File: config.mk
export PLATFORM = sky130hd
export DESIGN_NAME = postfix_stack_evaluator_flat
export DESIGN_NICKNAME = d
export VERILOG_FILES = /design/src/design/pse_pkg.sv /design/src/design/pse_if.sv /design/src/design/pse_ram.sv /design/src/design/pse_front.sv /design/src/design/pse_div.sv /design/src/design/pse_back.sv /design/src/design/postfix_stack_evaluator.sv /design/src/flat_wrapper.sv
export SDC_FILE = /design/constraint.sdc
export NUM_CORES = 2
export LEC_CHECK = 0
export BUFFER_PORTS_ARGS = -buffer_cell sky130_fd_sc_hd__buf_2
export CAP_MARGIN = 10
export CORE_MARGIN = 2
export CORE_UTILIZATION = 51
export CTS_BUF_LIST = sky130_fd_sc_hd__clkbuf_8
export CTS_CLUSTER_SIZE = 40
export DETAILED_ROUTE_END_ITERATION = 7
export MAX_ROUTING_LAYER = met4
export PLACE_DENSITY = 0.66
export SLEW_MARGIN = 20
export SYNTH_ARGS = -nofsm -noshare
export SYNTH_HDL_FRONTEND = slang
export SYNTH_SLANG_ARGS = --single-unit
export TNS_END_PERCENT = 5
File: constraint.sdc
create_clock -name clk -period 23.4 [get_ports clk]
set_input_delay 7.02 -clock clk [delete_from_list [all_inputs] [get_ports clk]]
set_output_delay 7.02 -clock clk [all_outputs]
set_load 0.01 [all_outputs]
File: src/design/pse_pkg.sv
// Package for the postfix stack evaluator: widths, codes, token and queue types.
// No dependencies.
package pse_pkg;

  localparam int DATA_W = 32;
  localparam int STACK_DEPTH_DEF = 64;

  typedef enum logic [2:0] {
    OP_ADD = 3'd0,
    OP_SUB = 3'd1,
    OP_MUL = 3'd2,
    OP_DIV = 3'd3,
    OP_REM = 3'd4
  } op_code_t;

  typedef enum logic [2:0] {
    ST_OK        = 3'd0,
    ST_UNDERFLOW = 3'd1,
    ST_OVERFLOW  = 3'd2,
    ST_DIVZERO   = 3'd3,
    ST_LEFTOVER  = 3'd4
  } status_t;

  // Token as queued between front and back.
  typedef struct packed {
    logic              mode;
    logic [DATA_W-1:0] value;
    logic [2:0]        op_code;
    logic              last_token;
  } token_t;

  typedef enum logic [2:0] {
    BK_IDLE,
    BK_READ,
    BK_EXEC,
    BK_DIV,
    BK_WRITE,
    BK_EMIT
  } bk_state_t;

  // Divider handshake between back end and divider.
  typedef struct packed {
    logic              start;
    logic              want_rem;
    logic [DATA_W-1:0] num;
    logic [DATA_W-1:0] den;
  } div_req_t;

  typedef struct packed {
    logic              done;
    logic [DATA_W-1:0] res;
  } div_rsp_t;

endpackage

File: src/design/pse_if.sv
// Valid/ready channel interfaces for the postfix stack evaluator.
// Depends on pse_pkg.
interface pse_in_if;
  logic                      valid;
  logic                      ready;
  logic                      mode;
  logic signed [pse_pkg::DATA_W-1:0] operand_value;
  logic [2:0]                op_code;
  logic                      last_token;
  modport source (output valid, mode, operand_value, op_code, last_token, input ready);
  modport sink (input valid, mode, operand_value, op_code, last_token, output ready);
endinterface

interface pse_out_if;
  logic                      valid;
  logic                      ready;
  logic signed [pse_pkg::DATA_W-1:0] result_value;
  logic [2:0]                status;
  modport source (output valid, result_value, status, input ready);
  modport sink (input valid, result_value, status, output ready);
endinterface

File: src/design/pse_ram.sv
// Generic single-port-write, single-port-read RAM with registered read.
// No dependencies.
module pse_ram #(
  parameter int WIDTH = 32,
  parameter int DEPTH = 64
) (
  input  logic                     clk,
  input  logic                     wr_en,
  input  logic [$clog2(DEPTH)-1:0] wr_addr,
  input  logic [WIDTH-1:0]         wr_data,
  input  logic [$clog2(DEPTH)-1:0] rd_addr,
  output logic [WIDTH-1:0]         rd_data
);
  logic [WIDTH-1:0] mem [DEPTH];

  always_ff @(posedge clk) begin
    if (wr_en) begin
      mem[wr_addr] <= wr_data;
    end
    rd_data <= mem[rd_addr];
  end
endmodule

File: src/design/pse_front.sv
// Front end: accept tokens and queue them for the back end (two-entry FIFO).
// Depends on pse_pkg and pse_if.
module pse_front (
  input  logic            clk,
  input  logic            rst_n,
  pse_in_if.sink          in_ch,
  output pse_pkg::token_t tok,
  output logic            tok_valid,
  input  logic            tok_pop
);
  pse_pkg::token_t q_r [2];
  pse_pkg::token_t in_tok;
  logic [1:0] cnt_r, cnt_nxt;
  logic       rd_r, wr_r;
  logic       push;

  assign in_ch.ready = (cnt_r != 2'd2);
  assign push = in_ch.valid && in_ch.ready;
  assign tok = q_r[rd_r];
  assign tok_valid = (cnt_r != 2'd0);

  always_comb begin
    in_tok.mode = in_ch.mode;
    in_tok.value = in_ch.operand_value;
    in_tok.op_code = in_ch.op_code;
    in_tok.last_token = in_ch.last_token;
    cnt_nxt = cnt_r + {1'b0, push} - {1'b0, tok_pop};
  end

  always_ff @(posedge clk) begin
    if (!rst_n) begin
      cnt_r <= '0;
      rd_r <= 1'b0;
      wr_r <= 1'b0;
    end else begin
      cnt_r <= cnt_nxt;
      if (push) wr_r <= ~wr_r;
      if (tok_pop) rd_r <= ~rd_r;
    end
  end

  always_ff @(posedge clk) begin
    if (push) q_r[wr_r] <= in_tok;
  end
endmodule

File: src/design/pse_div.sv
// Iterative signed divider, one quotient bit per cycle, truncating.
// Depends on pse_pkg.
module pse_div (
  input  logic              clk,
  input  logic              rst_n,
  input  pse_pkg::div_req_t req,
  output pse_pkg::div_rsp_t rsp
);
  localparam int W = pse_pkg::DATA_W;
  logic [W-1:0] q_r, d_r;
  logic [W:0]   rem_r;
  logic [$clog2(W)-1:0] cnt_r;
  logic busy_r, neg_q_r, neg_r_r, rem_sel_r, done_r;
  logic [W:0] trial;
  logic [W:0] shifted;
  logic [W-1:0] res;

  always_comb begin
    shifted = {rem_r[W-1:0], q_r[W-1]};
    trial = shifted - {1'b0, d_r};
    if (rem_sel_r) res = neg_r_r ? (W'(0) - rem_r[W-1:0]) : rem_r[W-1:0];
    else res = neg_q_r ? (W'(0) - q_r) : q_r;
    rsp.done = done_r;
    rsp.res = res;
  end

  always_ff @(posedge clk) begin
    if (!rst_n) begin
      busy_r <= 1'b0;
      done_r <= 1'b0;
    end else begin
      done_r <= 1'b0;
      if (req.start) begin
        busy_r <= 1'b1;
        cnt_r <= '0;
        q_r <= req.num[W-1] ? (W'(0) - req.num) : req.num;
        d_r <= req.den[W-1] ? (W'(0) - req.den) : req.den;
        rem_r <= '0;
        neg_q_r <= req.num[W-1] ^ req.den[W-1];
        neg_r_r <= req.num[W-1];
        rem_sel_r <= req.want_rem;
      end else if (busy_r) begin
        if (!trial[W]) begin
          rem_r <= trial;
          q_r <= {q_r[W-2:0], 1'b1};
        end else begin
          rem_r <= shifted;
          q_r <= {q_r[W-2:0], 1'b0};
        end
        cnt_r <= cnt_r + ($clog2(W))'(1);
        if (cnt_r == ($clog2(W))'(W-1)) begin
          busy_r <= 1'b0;
          done_r <= 1'b1;
        end
      end
    end
  end
endmodule

File: src/design/pse_back.sv
// Back end: stack sequencer over the operand RAM, arithmetic and result register.
// Depends on pse_pkg, pse_if, pse_ram and pse_div.
module pse_back #(
  parameter int STACK_DEPTH = pse_pkg::STACK_DEPTH_DEF
) (
  input  logic            clk,
  input  logic            rst_n,
  input  pse_pkg::token_t tok,
  input  logic            tok_valid,
  output logic            tok_pop,
  pse_out_if.source       out_ch
);
  localparam int AW = $clog2(STACK_DEPTH);
  localparam int CW = $clog2(STACK_DEPTH + 1);
  localparam int W = pse_pkg::DATA_W;

  pse_pkg::bk_state_t state_r, state_nxt;
  logic [CW-1:0] cnt_r;
  logic [2:0]    err_r;
  logic [W-1:0]  top_r;       // cached top of stack
  logic          ovalid_r;
  logic [W-1:0]  ores_r;
  logic [2:0]    ostat_r;
  logic [W-1:0]  rd_data;
  logic          wr_en;
  logic [AW-1:0] wr_addr, rd_addr;
  logic [W-1:0]  wr_data;
  pse_pkg::div_req_t dreq;
  pse_pkg::div_rsp_t drsp;
  logic          is_div, push_ok, op_ok;
  logic          load_out;
  logic [W-1:0]  alu;
  logic [2:0]    fstat;

  pse_ram #(.WIDTH(W), .DEPTH(STACK_DEPTH)) u_ram (
    .clk(clk), .wr_en(wr_en), .wr_addr(wr_addr), .wr_data(wr_data),
    .rd_addr(rd_addr), .rd_data(rd_data)
  );

  pse_div u_div (.clk(clk), .rst_n(rst_n), .req(dreq), .rsp(drsp));

  // Top lives in top_r; RAM holds entries below it. Entry i at address i.
  assign push_ok = (cnt_r < CW'(STACK_DEPTH));
  assign op_ok = (cnt_r >= CW'(2));
  assign is_div = (tok.op_code != pse_pkg::OP_ADD) && (tok.op_code != pse_pkg::OP_SUB)
                  && (tok.op_code != pse_pkg::OP_MUL);
  assign rd_addr = AW'(cnt_r - CW'(2));
  assign load_out = (state_r == pse_pkg::BK_EMIT) && (!ovalid_r || out_ch.ready);

  always_comb begin
    case (tok.op_code)
      pse_pkg::OP_ADD: alu = rd_data + top_r;
      pse_pkg::OP_SUB: alu = rd_data - top_r;
      default:         alu = W'(rd_data * top_r);
    endcase
  end

  // Next state.
  always_comb begin
    state_nxt = state_r;
    case (state_r)
      pse_pkg::BK_IDLE: begin
        if (tok_valid) begin
          if (!tok.mode || !op_ok) state_nxt = tok.last_token ? pse_pkg::BK_EMIT
                                                             : pse_pkg::BK_WRITE;
          else state_nxt = pse_pkg::BK_READ;
        end
      end
      pse_pkg::BK_READ: state_nxt = pse_pkg::BK_EXEC;
      pse_pkg::BK_EXEC: begin
        if (is_div && top_r != '0) state_nxt = pse_pkg::BK_DIV;
        else state_nxt = tok.last_token ? pse_pkg::BK_EMIT : pse_pkg::BK_WRITE;
      end
      pse_pkg::BK_DIV: if (drsp.done) state_nxt = tok.last_token ? pse_pkg::BK_EMIT
                                                                 : pse_pkg::BK_WRITE;
      pse_pkg::BK_WRITE: state_nxt = pse_pkg::BK_IDLE;
      pse_pkg::BK_EMIT: if (!ovalid_r || out_ch.ready) state_nxt = pse_pkg::BK_IDLE;
      default: state_nxt = pse_pkg::BK_IDLE;
    endcase
  end

  // Outputs of the sequencer.
  always_comb begin
    dreq.start = (state_r == pse_pkg::BK_EXEC) && is_div && (top_r != '0);
    dreq.want_rem = (tok.op_code != pse_pkg::OP_DIV);
    dreq.num = rd_data;
    dreq.den = top_r;
    // Spill the old top to RAM when a push lands on a nonempty stack.
    wr_en = (state_r == pse_pkg::BK_IDLE) && tok_valid && !tok.mode && push_ok
            && (cnt_r != '0);
    wr_addr = AW'(cnt_r - CW'(1));
    wr_data = top_r;
    tok_pop = (state_r == pse_pkg::BK_WRITE) ||
              ((state_r == pse_pkg::BK_EMIT) && (!ovalid_r || out_ch.ready));
  end

  always_comb begin
    if (err_r != pse_pkg::ST_OK) fstat = err_r;
    else if (cnt_r == '0) fstat = pse_pkg::ST_UNDERFLOW;
    else if (cnt_r > CW'(1)) fstat = pse_pkg::ST_LEFTOVER;
    else fstat = pse_pkg::ST_OK;
  end

  always_ff @(posedge clk) begin
    if (!rst_n) begin
      state_r <= pse_pkg::BK_IDLE;
      cnt_r <= '0;
      err_r <= pse_pkg::ST_OK;
      ovalid_r <= 1'b0;
    end else begin
      state_r <= state_nxt;
      if (load_out) ovalid_r <= 1'b1;
      else if (out_ch.ready) ovalid_r <= 1'b0;
      case (state_r)
        pse_pkg::BK_IDLE: begin
          if (tok_valid) begin
            if (!tok.mode) begin
              if (push_ok) begin
                top_r <= tok.value;
                cnt_r <= cnt_r + CW'(1);
              end else if (err_r == pse_pkg::ST_OK) begin
                err_r <= pse_pkg::ST_OVERFLOW;
              end
            end else if (!op_ok && err_r == pse_pkg::ST_OK) begin
              err_r <= pse_pkg::ST_UNDERFLOW;
            end
          end
        end
        pse_pkg::BK_EXEC: begin
          cnt_r <= cnt_r - CW'(1);
          if (!is_div) top_r <= alu;
          else if (top_r == '0) begin
            top_r <= '0;
            if (err_r == pse_pkg::ST_OK) err_r <= pse_pkg::ST_DIVZERO;
          end
        end
        pse_pkg::BK_DIV: if (drsp.done) top_r <= drsp.res;
        pse_pkg::BK_EMIT: begin
          if (load_out) begin
            ostat_r <= fstat;
            ores_r <= (fstat == pse_pkg::ST_OK || fstat == pse_pkg::ST_LEFTOVER)
                      ? top_r : '0;
            cnt_r <= '0;
            err_r <= pse_pkg::ST_OK;
          end
        end
        default: ;
      endcase
    end
  end

  assign out_ch.valid = ovalid_r;
  assign out_ch.result_value = ores_r;
  assign out_ch.status = ostat_r;
endmodule

File: src/design/postfix_stack_evaluator.sv
// Postfix stack evaluator. A push passes the back-end states idle and write; add/sub/mul
// pass idle, read, exec and write; divide/remainder with a nonzero divisor add a div state
// that waits on the one-bit-a-cycle divider. The last token takes the emit state in place
// of write and loads the result register there.
// A stalled result holds the back end in its emit state.
// Synchronous active-low reset clears stack count, error and handshakes; RAM is kept.
module postfix_stack_evaluator #(
  parameter int STACK_DEPTH = pse_pkg::STACK_DEPTH_DEF
) (
  input logic       clk,
  input logic       rst_n,
  pse_in_if.sink    in_ch,
  pse_out_if.source out_ch
);
  pse_pkg::token_t tok;
  logic            tok_valid;
  logic            tok_pop;

  // Front: accept and queue tokens.
  pse_front u_front (
    .clk(clk), .rst_n(rst_n), .in_ch(in_ch),
    .tok(tok), .tok_valid(tok_valid), .tok_pop(tok_pop)
  );

  // Back: execute tokens against the stack, emit results.
  pse_back #(.STACK_DEPTH(STACK_DEPTH)) u_back (
    .clk(clk), .rst_n(rst_n), .tok(tok), .tok_valid(tok_valid),
    .tok_pop(tok_pop), .out_ch(out_ch)
  );

`ifndef SYNTHESIS
  // Never pop an empty queue.
  a_pop_valid: assert property (@(posedge clk) disable iff (!rst_n)
    tok_pop |-> tok_valid) else $error("pop from empty token queue");
  // A held result stays until taken.
  a_out_hold: assert property (@(posedge clk) disable iff (!rst_n)
    out_ch.valid && !out_ch.ready |=> out_ch.valid && $stable(out_ch.status))
    else $error("result dropped while stalled");
`endif
endmodule

File: src/flat_wrapper.sv
// flat-port wrapper written by rule: the top's interface ports become plain ports
module postfix_stack_evaluator_flat 
#(
  parameter int STACK_DEPTH = pse_pkg::STACK_DEPTH_DEF
)
  (clk, rst_n, in_ch_valid, in_ch_mode, in_ch_operand_value, in_ch_op_code, in_ch_last_token, in_ch_ready, out_ch_valid, out_ch_result_value, out_ch_status, out_ch_ready);
  pse_in_if in_ch_i ();
  pse_out_if out_ch_i ();
  input logic clk;
  input logic rst_n;
  input wire logic [$bits(in_ch_i.valid)-1:0] in_ch_valid;
  input wire logic [$bits(in_ch_i.mode)-1:0] in_ch_mode;
  input wire logic [$bits(in_ch_i.operand_value)-1:0] in_ch_operand_value;
  input wire logic [$bits(in_ch_i.op_code)-1:0] in_ch_op_code;
  input wire logic [$bits(in_ch_i.last_token)-1:0] in_ch_last_token;
  output wire logic [$bits(in_ch_i.ready)-1:0] in_ch_ready;
  output wire logic [$bits(out_ch_i.valid)-1:0] out_ch_valid;
  output wire logic [$bits(out_ch_i.result_value)-1:0] out_ch_result_value;
  output wire logic [$bits(out_ch_i.status)-1:0] out_ch_status;
  input wire logic [$bits(out_ch_i.ready)-1:0] out_ch_ready;
  assign in_ch_i.valid = in_ch_valid;
  assign in_ch_i.mode = in_ch_mode;
  assign in_ch_i.operand_value = in_ch_operand_value;
  assign in_ch_i.op_code = in_ch_op_code;
  assign in_ch_i.last_token = in_ch_last_token;
  assign in_ch_ready = in_ch_i.ready;
  assign out_ch_valid = out_ch_i.valid;
  assign out_ch_result_value = out_ch_i.result_value;
  assign out_ch_status = out_ch_i.status;
  assign out_ch_i.ready = out_ch_ready;
  postfix_stack_evaluator #(.STACK_DEPTH(STACK_DEPTH)) u_core (.clk(clk), .rst_n(rst_n), .in_ch(in_ch_i), .out_ch(out_ch_i));
endmodule
==> run_results.csv <==
group,metric,value,unit
run_status,status,"complete, no violations",
cts,post_cts_resized,0,
sta,fin_crit_sh,0.381,
setup_path,rrSetupSlack,14.52,ns
setup_path,slowest_stage,"edfxtp_1",
setup_path,reg2reg_depth,24,
route,wl_per_cell,30.2,um
sta,rsz0062_at_grt,"no",
setup_path,critPathArrivalTime,1.90,ns
synthesis,netlist_instances,6502,
hold_path,hold_path_class,"flop to flop",
layout,synthToLayoutAreaGrowth,10.6,%
setup_path,crit_family,"flip-flops",
cts,path_clk_slew,0.06,ns
synthesis,synth-seq-cells,2345,
sta,fmax,112,MHz
sta,max-slew-margin-rel,0.214,
job,cap_violations,0,
setup_path,cp_slowest_stage_delay,0.63,ns
route,post-route-drc-count,0,
synthesis,syn_nets,7156,
place,post-place-ws,14.57,ns
cts,cts.sinks,2345,
global_route,globalRouteOverflowTotal,0,
sta,worst_pin_slew,1.18,ns
layout,layout-drive-gt1-share,0.212,
global_route,grt_pass1_vias,62700,
die,dieArea,0.222,sq mm
cts,clock-root-buffer,"clkbuf_8",
route,drtIter0Drc,7068,
die,die_w,471,um
setup_path,timing.rr.start,"u_core.u_back.top_r[4]",
die,core-area,0.217,sq mm
die,dieHeight,471,um
sta,finalSetupViolCount,0,
hold_path,min_from,"u_core.u_back.u_div.busy_r",
route,antenna_left,0,
cts,post-cts-setup-buffer-count,0,
setup_path,required,16.38,ns
die,num_io_pins,78,
route,wl,302000,um
setup_path,worst-path-buf-inv,1,
die,initial_core_util,0.513,
cts,cts_tree,"yes",
route,via_per_inst,6.17,
die,row_count,171,
synthesis,synthFlopType,"edfxtp_1",
synthesis,synth-edff-count,2293,
place,portBuffers,77,
setup_path,worstPathCellList,"buf_2",
setup_path,worstSetupPathType,"flop to output port",
cts,cts-htree-levels,5,
global_route,antenna_found_initial,18,
synthesis,syn_area_per_cell,17.1,sq um
synthesis,yosysWarnings,0,
place,dp_hpwl,175000,um
hold_path,min_to,"u_core.u_back.u_div.busy_r",
route,firstDrtPassIters,8,
sta,slew_viol_final,0,
layout,nNetsFinal,7467,
setup_path,critPathLaunchType,"flop",
setup_path,rr_endpoint,"u_core.u_back.top_r[31]",
place,place_congestion,0.931,
cts,clk_latency,1.10,ns
hold_path,hold_path_depth,2,
synthesis,yosysSeqAreaShare,0.628,
cts,cts_buffer_depth,4,
cts,numCtsBuffers,388,
route,via_count,61500,
global_route,grt_max_degree,134,
global_route,grtUsageTotal,0.282,
sta,final.min_clock_period,8.92,ns
sta,finalWorstSetupSlack,14.48,ns
setup_path,end_kind,"output port",
synthesis,syn_area,0.111,sq mm
synthesis,synthArstFlopShare,0,
sta,fin_tns_setup,0,ns
global_route,grt_pass1_wl,436000,um
synthesis,synth_cell_types,74,
layout,final_util,0.567,
sta,skew,0.0964,ns
setup_path,cp_max_fo,2,
cts,postCtsHoldBufs,0,
sta,finalHoldViolCount,0,
[state kept, by name, indices dropped and copies added (netlist names), 2 cells and up, named ones only]
name and flops:
u_core.u_back.state_r 3, u_core.u_back.u_div.d_r 32, u_core.u_back.u_div.rem_r 32, u_core.u_back.u_ram.rd_data 32
u_core.u_back.out_ch.result_value 32, u_core.u_back.err_r 2, u_core.u_back.u_ram.mem 2048, u_core.u_back.u_div.cnt_r 5
u_core.u_front.q_r 74, u_core.u_back.u_div.q_r 32, u_core.u_back.cnt_r 7, u_core.u_front.cnt_r 2
u_core.u_back.out_ch.status 3, u_core.u_back.top_r 32
[Yosys cell counts, types with 5 or more instances]
master    instances  area [sq um]
buf_1            83           312
clkbuf_1        261           980
xor2_1          123          1080
o221ai_1         19           166
nor2b_1          27           169
a21o_1           46           345
or3_1            27           169
and2_1          352          2200
nand3_1          28           140
o22ai_1          13          81.3
ha_1            203          2540
o21a_1           21           158
a21boi_0          6          45.0
o31ai_1          48           360
a31oi_1          19           119
o41ai_1          22           193
nand2_1         415          1560
nor2_1          188           706
dfxtp_1          52          1040
o31a_1           11          96.3
fa_1            410          8210
xnor2_1         173          1520
o21bai_1         13          97.6
or4_1            17           128
a211oi_1         17           128
mux4_2          666         15000
nand4_1           8          50.1
nor4_1           11          68.8
and3_1           10          62.6
nor3_1           21           105
o32ai_1           5          43.8
mux2i_1          68           681
o21ai_0         149           746
edfxtp_1       2293         68900
nand2b_1         30           188
or2_2             9          56.3
o211ai_1         18           135
a221oi_1          6          52.6
inv_1           444          1670
a21oi_1         106           531
[cells by family after synthesis]
family                     after synthesis  synth area share
buffers and inverters                  793            0.0269
DFF                                   2345             0.628
adders and majority gates              613            0.0965
AOI/OAI and AO/OA                      555            0.0325
and+or+nand+nor                       1162            0.0518
muxes                                  738             0.141
xor gates and xnor gates               296            0.0233
[worst max path at each step]
stage,start,end,slack (ns),cells after the start
after floorplan,rst_n,u_core.u_back.top_r[0],12.71,2
after global placement,rst_n,u_core.u_back.u_div.rem_r[26],14.62,3
after detailed placement,rst_n,u_core.u_back.u_div.rem_r[25],14.57,3
after CTS,u_core.u_back.out_ch.status[2],out_ch_status[2],14.32,1
after global routing,u_core.u_back.top_r[4],u_core.u_back.top_r[29],14.05,24
final,u_core.u_back.out_ch.status[2],out_ch_status[2],14.48,1
[metal layers]
layer	track usage	share of wire	wire length, um	up-vias
met5	-	0	0	-
met4	0.103	0.037	11300	0
met3	0.0515	0.090	27200	570
met2	0.437	0.48	145000	3117
met1	0.376	0.39	118000	32500
li1	-	-	-	25400
[metrics by stage]
stage	instance area [sq um]	instances	hold WS (ns)
after detailed placement	116000	9274	0.514
after floorplan	111000	6502	0.406
after global routing	123000	9969	0.554
after global placement	116000	9274	0.483
after CTS	123000	9961	0.523
final	123000	9979	0.521
[area by class of cell]
class	instances	area, sq um
fillers	16600	94100
flip-flops and latches	2345	69900
multi-input cells	3364	39000
clock buffers	408	5620
well taps	2854	3570
repair buffers	270	1940
inverters	444	1670
clock inverters	279	1320
diodes	15	37.5
[cell usage in the layout (no fill, tap or decap), types with 102 or more instances in the layout]
cell type     n
ha_1        202
clkbuf_8    408
fa_1        410
o21ai_0     149
xor2_1      121
nand2_1     415
a21oi_1     106
edfxtp_1   2293
buf_4       184
xnor2_1     170
inv_1       565
mux4_2      666
nor2_1      121
and2_1      352
clkinv_1    102
Power is left out: the tool's default activity adds up to more than one toggle a clock period on the data nets, which glitch-free logic cannot reach.
